## src/design/asl_pkg.sv

```systemverilog
// shared types and constants for the address segment lookup block
// no dependencies; imported by the controller, datapath, top level and checker
package asl_pkg;

   // default sizes, handed to the top level parameters
   localparam int DEF_MAX_SEGMENTS = 256;
   localparam int DEF_ADDR_BITS    = 48;

   // fixed widths of the op and result fields
   localparam int OP_W        = 2;
   localparam int SEG_INDEX_W = 8;
   localparam int STATUS_W    = 3;

   // op codes
   localparam logic [OP_W-1:0] OP_CLEAR  = 2'd0;
   localparam logic [OP_W-1:0] OP_APPEND = 2'd1;
   localparam logic [OP_W-1:0] OP_LOOKUP = 2'd2;

   // result status codes
   localparam logic [STATUS_W-1:0] ST_OK    = 3'd0;
   localparam logic [STATUS_W-1:0] ST_BELOW = 3'd1;
   localparam logic [STATUS_W-1:0] ST_ABOVE = 3'd2;
   localparam logic [STATUS_W-1:0] ST_FULL  = 3'd3;
   localparam logic [STATUS_W-1:0] ST_ORDER = 3'd4;

   // controller states
   typedef enum logic [1:0] {
      S_IDLE,
      S_EXEC,
      S_PROBE,
      S_COMPARE
   } asl_state_type;

   // commands from controller to datapath
   typedef struct packed {
      logic capture;       // latch the request fields
      logic exec;          // run clear / append / unused op and load the result
      logic search_init;   // set up the search bounds
      logic probe;         // latch the midpoint and read the table
      logic compare;       // narrow the bounds from the read start
      logic finish;        // load the lookup result
   } asl_cmd_type;

   // status from datapath to controller
   typedef struct packed {
      logic is_lookup;     // captured op is a lookup
      logic search_done;   // bounds have met
      logic out_free;      // result register can take a new result
   } asl_stat_type;

endpackage

```

## src/design/asl_ctrl.sv

```systemverilog
// controller state machine for the address segment lookup block
// depends on asl_pkg; drives the datapath through asl_cmd_type
module asl_ctrl (
   input  logic                 clock,
   input  logic                 reset,
   input  logic                 req_valid,
   output logic                 req_ready,
   input  asl_pkg::asl_stat_type stat,
   output asl_pkg::asl_cmd_type  cmd
);
   import asl_pkg::*;

   asl_state_type state_ff, state_in;

   // state register
   always_ff @(posedge clock) begin
      if (reset) begin
         state_ff <= S_IDLE;
      end else begin
         state_ff <= state_in;
      end
   end

   // next state and commands
   always_comb begin
      state_in  = state_ff;
      cmd       = '0;
      req_ready = 1'b0;
      unique case (state_ff)
         S_IDLE: begin
            req_ready = 1'b1;
            if (req_valid) begin
               cmd.capture = 1'b1;
               state_in    = S_EXEC;
            end
         end
         S_EXEC: begin
            if (stat.is_lookup) begin
               cmd.search_init = 1'b1;
               state_in        = S_PROBE;
            end else if (stat.out_free) begin
               cmd.exec = 1'b1;
               state_in = S_IDLE;
            end
         end
         S_PROBE: begin
            if (!stat.search_done) begin
               cmd.probe = 1'b1;
               state_in  = S_COMPARE;
            end else if (stat.out_free) begin
               cmd.finish = 1'b1;
               state_in   = S_IDLE;
            end
         end
         S_COMPARE: begin
            cmd.compare = 1'b1;
            state_in    = S_PROBE;
         end
         default: begin
            state_in = S_IDLE;
         end
      endcase
   end

endmodule

```

## config.mk

```make
export PLATFORM = sky130hd
export DESIGN_NAME = asl_ctrl
export DESIGN_NICKNAME = d
export VERILOG_FILES = /design/src/design/asl_pkg.sv /design/src/design/asl_ctrl.sv
export SDC_FILE = /design/constraint.sdc
export NUM_CORES = 1
export LEC_CHECK = 0
export BUFFER_PORTS_ARGS = -buffer_cell sky130_fd_sc_hd__buf_2
export CAP_MARGIN = 20
export CORE_AREA = 2 2 39 41
export CTS_BUF_LIST = sky130_fd_sc_hd__clkbuf_16
export DETAILED_ROUTE_END_ITERATION = 10
export DIE_AREA = 0 0 41 43
export PLACE_DENSITY = 0.37
export SLEW_MARGIN = 20
export SYNTH_ARGS = -nofsm -noshare
export SYNTH_HDL_FRONTEND = slang
export SYNTH_SLANG_ARGS = --single-unit
export TNS_END_PERCENT = 10
```

## constraint.sdc

```tcl
create_clock -name clock -period 1.2 [get_ports clock]
set_input_delay 0.06 -clock clock [delete_from_list [all_inputs] [get_ports clock]]
set_output_delay 0.06 -clock clock [all_outputs]
set_load 0.05 [all_outputs]
```

## Yosys cells after proc, flatten, opt, wreduce, memory -nomap -nowiden

Cells that the tools add are included.

| word-level totals | value |
|---|---|
| register bits | 2 |
| logic and storage cells | 23 |
| input bits | 6 |

| operators by class | value |
|---|---|
| eq/ne operators | 4 |
| muxes and demuxes | 17 |
| reduce and logical (&&, ||, !) cells | 1 |

Operators by type and width:

| operator | count |
|---|---|
| two-way mux 1 bit | 11 |
| two-way mux 2 bit | 5 |
| one-hot mux 2 bit (4 select lines) | 1 |
| == test 2 bit (second input constant) | 2 |
| == test 2 x 1 -> 1 bit (second input constant) | 1 |
| logical NOT 2 bit | 1 |
| inequality test 2 bit (second input constant) | 1 |

## Longest topological paths before layout

Gate-level depths: netlist of run 1.

| depth | value |
|---|---|
| depth in word-level cells | 3 |
| mapped depth | 2 |
| depth with buffers taken out | 2 |

## Worst setup path before layout of run 1

No wires, ideal clock.

| timing path | value |
|---|---|
| kind | reg-to-output |
| start point | register state_ff[1] |
| end point | output port cmd[4] (netlist name) |
| cell stages (with the launch flop) | 2 |
| required time | 1140 ps |
| setup slack | -756 ps |
| arrival | 1896 ps |
| cells stage by stage | dfxtp_1 > nor4bb_1 |

RTL lines:

| item | RTL line | source |
|---|---|---|
| start, declared | asl_ctrl.sv:13 | `asl_state_type state_ff, state_in;` |
| start signal, assigned | asl_ctrl.sv:20 | `state_ff <= state_in;` |
| end, declared | asl_ctrl.sv:9 | `output asl_pkg::asl_cmd_type cmd` |

==> results of run 1 <==
==> layout by cell type, fill, tap and decap left out, drive strengths merged <==
cell type	instances
nor2	3
a21oi	1
o311a	1
buf	10
clkbuf	5
inv	1
nor3b	1
and2	2
o21ai	2
nand2b	1
a21bo	1
nand2	1
and3b	1
nor2b	1
dfxtp	2
nor4bb	1
==> what timing repair did <==
item                       CTS  global route
gates resized for setup      2             3
cloned                       0             0
pin swaps                    0             0
setup endpoints to repair    6             5
==> final timing paths <==
check | slack (ns) | end | depth (start not counted) | start
max | 0.05 | cmd[4] | 2 | state_ff[1]$_SDFFE_PP0P_
min | 0.02 | state_ff[1]$_SDFFE_PP0P_ | 2 | reset
max reg2reg | 0.27 | state_ff[0]$_SDFFE_PP0P_ | 2 | state_ff[0]$_SDFFE_PP0P_
min reg2reg | 0.55 | state_ff[1]$_SDFFE_PP0P_ | 2 | state_ff[0]$_SDFFE_PP0P_
==> layer usage <==
metal  vias to the layer above  GRT usage [%]
li1                         98              -
met1                        86           6.71
met2                        10           8.44
met3                         0           4.71
met4                         0           6.00
met5                         -              0
==> final cells by class <==
type                            instances  area [µm²]  share of cell area, %
Tap cell                               16        20.0                   6.08
Sequential cell                         2        42.5                   12.9
Timing Repair Buffer                   12        67.6                   20.5
Inverter                                1        3.75                   1.14
Multi-Input combinational cell         16         120                   36.5
Clock buffer                            3        75.1                   22.8
==> through the flow <==
stage | hold WS, ns | utilization [%] | cell area [µm²]
final | 0.0172 | 23.8 | 329
after global placement | 0.243 | 17.6 | 244
after floorplan | 0.129 | - | 164
after global routing | 0.0189 | 23.8 | 329
after detailed placement | 0.243 | 17.6 | 244
after CTS | 0.0159 | 23.3 | 323
==> cell families after synthesis <==
family / synth area share [%]
compound gates: 23.9
buf+inv: 2.56
flops: 27.4
simple gates: 46.2
==> power by group <==
part           internal, mW  switching, mW
Clock                 0.424         0.0733
Combinational        0.0380         0.0726
Sequential           0.0741         0.0126
Total                 0.536          0.158
==> worst register-to-register path, cell delays in order, from the launching register on <==
cell	delay (ns)
dfxtp_2	0.34
nor3b_1	0.15
o311a_1	0.32
==> results.py, run 1 <==
metrics = {
    "synthesis": {
        "avgSynthCellArea_um2": 7.70,
        "yosysWarnings": 0,
        "yosysTopAreaCellShare_pct": 27.4,
        "ys.flop_type": "dfxtp_1",
        "yosysSeqAreaShare_pct": 27.4,
        "synth_largest_area_cell": "dfxtp_1",
        "yosysMostFrequentCell": "nor2_1",
        "ys_types": 15,
        "syn_area_um2": 146,
        "ys_seq_elements": 2,
        "synth_edf_count": 0,
        "synthesis.nets": 25,
        "synthCells": 19,
        "synthArstFlopShare_pct": 0,
        "ys_top_cells_by_count": "nor2_1 (3), dfxtp_1 (2), o21ai_0 (2)",
        "synthTopCellsByArea": "dfxtp_1 (27%), nor2_1 (7.7%), a21bo_1 (6.8%)",
    },
    "global_routing": {
        "grt_pass1_vias": 169,
        "grt_first_pass_wirelength_um": 703,
        "grt_max_degree": 10,
        "antenna_found_initial": 0,
        "grt.total_usage_pct": 6.61,
        "overflow": 0,
    },
    "routing": {
        "first_pass_iters": 2,
        "finalWirelength_um": 461,
        "vias_per_cell": 3.88,
        "wl_met1_um": 177,
        "met3WireLength_um": 64,
        "wl_per_cell_um": 9.22,
        "wl_met2_um": 219,
        "first_iter_violations": 3,
        "drtAntennaViolNets": 0,
        "post-route-drc-count": 0,
        "dr.max_layer_used": "met3",
        "vias": 194,
    },
    "placement": {
        "port_buffers": 12,
        "dp_slack_ns": 0.164,
        "place_hpwl_um": 336,
        "dp_cells": 47,
        "place.gp.congestion": 0.554,
    },
    "finish": {
        "diodes": 0,
        "drive_gt1_share_pct": 58.8,
        "max_flop_register": "state_ff",
        "fillCellCount": 156,
        "nets": 42,
        "syn2layout_area_growth_pct": 125,
        "stdcell_count": 50,
        "largestRegisters": "state_ff x2",
        "largest_register_ffs": 2,
    },
    "die": {
        "dieWidth_um": 41,
        "die-area_um2": 1760,
        "initial_core_util_pct": 10.6,
        "ios": 13,
        "core_um2": 1380,
        "num_rows": 14,
        "die_h_um": 43,
    },
    "clocking": {
        "insertion_delay_ns": 0.22,
        "cts_max_path_buffers": 2,
        "cts_hold_buf": 0,
        "clk_pin_slew_ns": 0.03,
        "clkSinkCount": 2,
        "tritoncts": "done",
        "postCtsSetupRepairBufs": 0,
        "cts_buffers": 3,
        "ctsHtreeMaxLevel": 1,
        "cts-root-buf": "clkbuf_16",
    },
    "critical_path": {
        "crit_buf_inv": 1,
        "worstPathCellList": "nor4bb_4, buf_4",
        "critPathLaunchType": "flip-flop",
        "crit_type": "reg -> out",
        "cp_slowest_cell": "dfxtp_2",
        "arrival_ns": 1.09,
        "end_kind": "primary output",
        "critPathMaxFanout": 9,
        "crit_family": "flip-flops",
        "critical_path_required_ns": 1.14,
        "slowest_delay_ns": 0.36,
    },
    "timing": {
        "relSlewSlack_pct": 83.3,
        "tns_ns": 0,
        "final_hold_viol_count": 0,
        "finalCritPeriodShare_pct": 95.5,
        "fmax_mhz": 873,
        "finalSetupViolCount": 0,
        "slew_violations": 0,
        "worst_pin_slew_ns": 0.252,
        "post-route-min-period_ns": 1.15,
        "skew_ns": 0.00398,
        "rsz0062_at_grt": "no",
        "worst_slack_ns": 0.0540,
    },
    "pwr": {
        "ir_drop_mv": 0.731,
        "p_per_area_nw_per_um2": 2110,
        "total_power_uw": 694,
        "p_leak_nw": 0.155,
    },
    "min_path": {
        "hold_path.class": "in -> reg",
    },
    "outcome": {
        "status": "complete, no violations",
    },
    "flow_run": {
        "maxCapViolCount": 0,
    },
}
Power figures use the tool's default switching activity.
==> run 2: changes to the inputs <==
--- a/config.mk
+++ b/config.mk
@@ -11,7 +11,7 @@
 export CTS_BUF_LIST = sky130_fd_sc_hd__clkbuf_16
 export DETAILED_ROUTE_END_ITERATION = 10
 export DIE_AREA = 0 0 41 43
-export PLACE_DENSITY = 0.37
+export PLACE_DENSITY = 0.3
 export SLEW_MARGIN = 20
 export SYNTH_ARGS = -nofsm -noshare
 export SYNTH_HDL_FRONTEND = slang
==> run 2 against run 1 <==
First-iteration DRC count shrank 100%. Sequential cell count is the same. Critical path type unchanged. Non-clock buffer count is the same. Register-to-register slack is essentially flat. Via count grew 1.5%.
==> results.py, run 2 (synthesis results as in run 1) <==
metrics = {
    "routing": {
        "finalWirelength_um": 458,
        "post-route-drc-count": 0,
        "wl_per_cell_um": 9.16,
        "vias": 197,
        "first_pass_iters": 1,
        "vias_per_cell": 3.94,
        "drtAntennaViolNets": 0,
        "first_iter_violations": 0,
    },
    "finish": {
        "largest_register_ffs": 2,
        "nets": 42,
        "drive_gt1_share_pct": 58.8,
        "stdcell_count": 50,
        "largestRegisters": "state_ff x2",
        "max_flop_register": "state_ff",
        "final_cell_mix": "buf_2 (9), clkbuf_16 (3)",
        "diodes": 0,
        "final_common_cell": "buf_2",
        "syn2layout_area_growth_pct": 125,
        "final_area_um2": 329,
        "fillCellCount": 166,
    },
    "critical_path": {
        "slowest_delay_ns": 0.36,
        "arrival_ns": 1.09,
        "crit_family": "flip-flops",
        "end_kind": "primary output",
        "crit_buf_inv": 1,
        "critPathMaxFanout": 9,
        "worstRegToRegCells": 2,
        "cp_slowest_cell": "dfxtp_2",
        "worstPathCellList": "nor4bb_4, buf_4",
        "crit_type": "reg -> out",
        "critPathLaunchType": "flip-flop",
        "crit_cells": 2,
        "critical_path_required_ns": 1.14,
    },
    "clocking": {
        "tritoncts": "done",
        "cts_max_path_buffers": 2,
        "ctsHtreeMaxLevel": 1,
        "clk_pin_slew_ns": 0.03,
        "cts_buffers": 3,
        "cts_hold_buf": 0,
        "cts-root-buf": "clkbuf_16",
        "insertion_delay_ns": 0.22,
        "clkSinkCount": 2,
    },
    "die": {
        "dieWidth_um": 41,
        "initial_core_util_pct": 10.6,
        "die_h_um": 43,
        "core_um2": 1380,
        "die-area_um2": 1760,
        "ios": 13,
        "num_rows": 14,
    },
    "timing": {
        "finalCritPeriodShare_pct": 95.8,
        "skew_ns": 0.000810,
        "final_hold_viol_count": 0,
        "worst_pin_slew_ns": 0.249,
        "worst_slack_ns": 0.0501,
        "slew_violations": 0,
        "relSlewSlack_pct": 83.5,
        "rsz0062_at_grt": "no",
        "whs_ns": 0.00518,
        "post-route-min-period_ns": 1.15,
        "fmax_mhz": 870,
        "finalSetupViolCount": 0,
    },
    "placement": {
        "place_hpwl_um": 343,
        "port_buffers": 12,
        "dp_cells": 47,
        "place.gp.congestion": 0.631,
        "dp_slack_ns": 0.140,
        "placed_area_um2": 244,
    },
    "pwr": {
        "p_leak_nw": 0.156,
        "power.switching_uw": 160,
        "swShare_pct": 23.0,
        "ir_drop_mv": 0.938,
        "p_per_area_nw_per_um2": 2120,
        "power.internal_uw": 536,
        "p_seq_share_pct": 12.5,
        "total_power_uw": 696,
        "power_frac_comb_pct": 15.8,
        "pwr-share-clk_pct": 71.7,
    },
    "flow_run": {
        "maxCapViolCount": 0,
    },
    "global_routing": {
        "overflow": 0,
        "grt_first_pass_wirelength_um": 690,
        "grt.total_usage_pct": 6.11,
        "antenna_found_initial": 0,
        "grt_pass1_vias": 182,
        "grt_max_degree": 10,
    },
    "outcome": {
        "status": "complete, no violations",
    },
    "min_path": {
        "hold_path.class": "in -> reg",
        "holdPathStages": 2,
    },
}
run 2: changes by cell type in the layout (fill, tap and decap cells not counted), sizes merged:
| cell | delta |
|---|---|
| buf | +1 |
| clkbuf | -1 |
run 2: worst paths after layout:
path | from | end | slack [ns]
max | state_ff[1]$_SDFFE_PP0P_ | cmd[4] | 0.05
min | reset | state_ff[1]$_SDFFE_PP0P_ | 0.005
max reg2reg | state_ff[0]$_SDFFE_PP0P_ | state_ff[0]$_SDFFE_PP0P_ | 0.27
min reg2reg | state_ff[0]$_SDFFE_PP0P_ | state_ff[1]$_SDFFE_PP0P_ | 0.54
run 2: metal layers:
| metal | vias up | share of wire (%) | GRT usage (%) |
|---|---|---|---|
| met3 | 2 | 6.6 | 1.57 |
| met5 | - | 0 | 0 |
| met2 | 7 | 46 | 8.13 |
| met1 | 90 | 44 | 6.37 |
| met4 | 0 | 3.3 | 8.00 |
| li1 | 98 | - | - |
run 2: power by group through the flow:
stage | Sequential (mW) | Clock (mW) | Combinational [mW]
after floorplan | 0.0832 | 0 | 0.0809
after global placement | 0.0868 | 0 | 0.108
after detailed placement | 0.0864 | 0 | 0.109
after CTS | 0.0862 | 0.507 | 0.111
after global routing | 0.0885 | 0.517 | 0.117
final | 0.0869 | 0.499 | 0.110
run 2: final cells by class:
type	instances	area, µm²	share of cell area (%)
multi-input cells	16	120	36.5
inverters	1	3.75	1.14
repair buffers	12	67.6	20.5
flip-flops and latches	2	42.5	12.9
clock buffers	3	75.1	22.8
well taps	16	20.0	6.08
run 2: per-stage QoR:
stage,utilization (%),setup TNS [ns]
finish,23.8,0
global route,23.8,0
CTS,23.5,0
detailed placement,17.6,0
global placement,17.6,0
floorplan,-,-0.371
run 2: repair_timing:
| item | 4_1_cts | 5_1_grt |
|---|---|---|
| buffers inserted | 0 | 0 |
| endpoints found under the setup margin | 6 | 5 |
| resized for setup | 3 | 2 |
==> run 3: changes to the inputs <==
--- a/config.mk
+++ b/config.mk
@@ -11,6 +11,7 @@
 export CTS_BUF_LIST = sky130_fd_sc_hd__clkbuf_16
 export DETAILED_ROUTE_END_ITERATION = 10
 export DIE_AREA = 0 0 41 43
+export HOLD_SLACK_MARGIN = 0.06
 export PLACE_DENSITY = 0.3
 export SLEW_MARGIN = 20
 export SYNTH_ARGS = -nofsm -noshare
==> run 3 against run 2 <==
Worst setup slack hardly changed. Sequential share of layout area is 0.38 points lower. Critical path type unchanged. Critical path depth unchanged. Highest routed layer unchanged. Power grew 0.34%. Sequential power is essentially flat. Largest cell class unchanged.
==> results.py, run 3 (synthesis results as in run 1) <==
metrics = {
    "critical_path": {
        "arrival_ns": 1.09,
        "worstPathCellList": "nor4bb_4, buf_4",
        "critical_path_required_ns": 1.14,
        "crit_type": "reg -> out",
        "rrSetupSlack_ns": 0.27,
        "slowest_delay_ns": 0.36,
        "critPathLaunchType": "flip-flop",
        "critPathMaxFanout": 9,
        "r2r-end": "state_ff[0]$_SDFFE_PP0P_",
        "rr_startpoint": "state_ff[0]$_SDFFE_PP0P_",
        "worstRegToRegCells": 2,
        "cp_slowest_cell": "dfxtp_2",
        "end_kind": "primary output",
    },
    "pwr": {
        "total_power_uw": 698,
        "p_per_area_nw_per_um2": 2060,
        "ir_drop_mv": 0.938,
        "p_leak_nw": 0.160,
    },
    "routing": {
        "wl_per_cell_um": 8.92,
        "first_pass_iters": 1,
        "post-route-drc-count": 0,
        "first_iter_violations": 0,
        "finalWirelength_um": 455,
        "drtAntennaViolNets": 0,
        "vias_per_cell": 3.90,
        "vias": 199,
    },
    "min_path": {
        "worstHoldStart": "stat[1]",
        "hold_end": "state_ff[1]$_SDFFE_PP0P_",
        "holdPathStages": 3,
        "hold_path.class": "in -> reg",
    },
    "clocking": {
        "insertion_delay_ns": 0.22,
        "clk_pin_slew_ns": 0.03,
        "ctsHtreeMaxLevel": 1,
        "cts_buffers": 3,
        "cts-root-buf": "clkbuf_16",
        "tritoncts": "done",
        "clkSinkCount": 2,
        "cts_max_path_buffers": 2,
    },
    "timing": {
        "worst_pin_slew_ns": 0.249,
        "post-route-min-period_ns": 1.15,
        "whs_ns": 0.157,
        "finalCritPeriodShare_pct": 95.8,
        "skew_ns": 0.000810,
        "relSlewSlack_pct": 83.5,
        "final_hold_viol_count": 0,
        "slew_violations": 0,
        "tns_ns": 0,
        "fmax_mhz": 870,
        "worst_slack_ns": 0.0501,
        "finalSetupViolCount": 0,
        "rsz0062_at_grt": "no",
    },
    "finish": {
        "nets": 43,
        "max_flop_register": "state_ff",
        "final_cell_mix": "buf_2 (9), clkbuf_16 (3)",
        "final_util_pct": 24.5,
        "largestRegisters": "state_ff x2",
        "largest_register_ffs": 2,
        "final_area_um2": 339,
        "stdcell_count": 51,
        "final_common_cell": "buf_2",
        "syn2layout_area_growth_pct": 132,
        "diodes": 0,
        "drive_gt1_share_pct": 57.1,
    },
    "die": {
        "core_um2": 1380,
        "die-area_um2": 1760,
        "die_h_um": 43,
        "num_rows": 14,
        "dieWidth_um": 41,
        "ios": 13,
        "initial_core_util_pct": 10.6,
    },
    "flow_run": {
        "maxCapViolCount": 0,
    },
    "outcome": {
        "status": "complete, no violations",
    },
    "placement": {
        "place_hpwl_um": 343,
        "dp_cells": 47,
        "placed_area_um2": 244,
        "port_buffers": 12,
        "dp_slack_ns": 0.140,
        "place.gp.congestion": 0.631,
    },
    "global_routing": {
        "met3_usage_pct": 1.57,
        "grt_pass1_vias": 176,
        "top_usage_layer": "met2",
        "use_met1_pct": 6.05,
        "antenna_found_initial": 0,
        "grt.total_usage_pct": 6.01,
        "grt_max_degree": 10,
        "grt_first_pass_wirelength_um": 676,
        "met2_usage_pct": 8.13,
        "overflow": 0,
    },
}
[run 3: critical path, delay by kind of cell (launching register included)]
kind	cells	cell delay, ns
AND/OR/NAND/NOR	1	0.28
flip-flops	1	0.36
buffers and inverters	1	0.23
[run 3: area by class of cell]
cell class                 count  area, µm²
sequential                     2       42.5
timing repair buffer          13       77.6
fill                         165       1040
multi-input combinational     16        120
clock buffer                   3       75.1
tap                           16       20.0
inverter                       1       3.75
[run 3: how the worst max path moves through the flow]
stage | start | endpoint | slack, ns | cells past startpoint
floorplan | state_ff[1]$_SDFFE_PP0P_ | cmd[5] | -0.22 | 2
global placement | state_ff[1]$_SDFFE_PP0P_ | cmd[0] | 0.15 | 3
detailed placement | state_ff[1]$_SDFFE_PP0P_ | cmd[0] | 0.14 | 3
CTS | state_ff[0]$_SDFFE_PP0P_ | cmd[4] | 0.005 | 2
global route | state_ff[1]$_SDFFE_PP0P_ | cmd[4] | 0.0006 | 2
finish | state_ff[1]$_SDFFE_PP0P_ | cmd[4] | 0.05 | 2
[run 3: metal layers]
layer | part of all wire [%] | vias up | wire, µm
met4 | 3.3 | 0 | 15
met1 | 43 | 90 | 194
met3 | 7.0 | 2 | 32
met2 | 47 | 7 | 212
li1 | - | 100 | -
met5 | 0 | - | 0
[run 3: what timing repair did]
action                                  in CTS  in global routing
buffers inserted                             0                  0
hold buffers                                 1                  0
endpoints found under the setup margin       6                  5
endpoints found under the hold margin        1                  0
resized for setup                            3                  2
[run 3: power breakdown]
part / total [mW] / leakage [nW] / switching [mW] / internal (mW)
Combinational: 0.112 / 0.106 / 0.0723 / 0.0402
Sequential: 0.0869 / 0.0172 / 0.0127 / 0.0742
Clock: 0.499 / 0.0370 / 0.0751 / 0.424
Total: 0.698 / 0.160 / 0.160 / 0.538
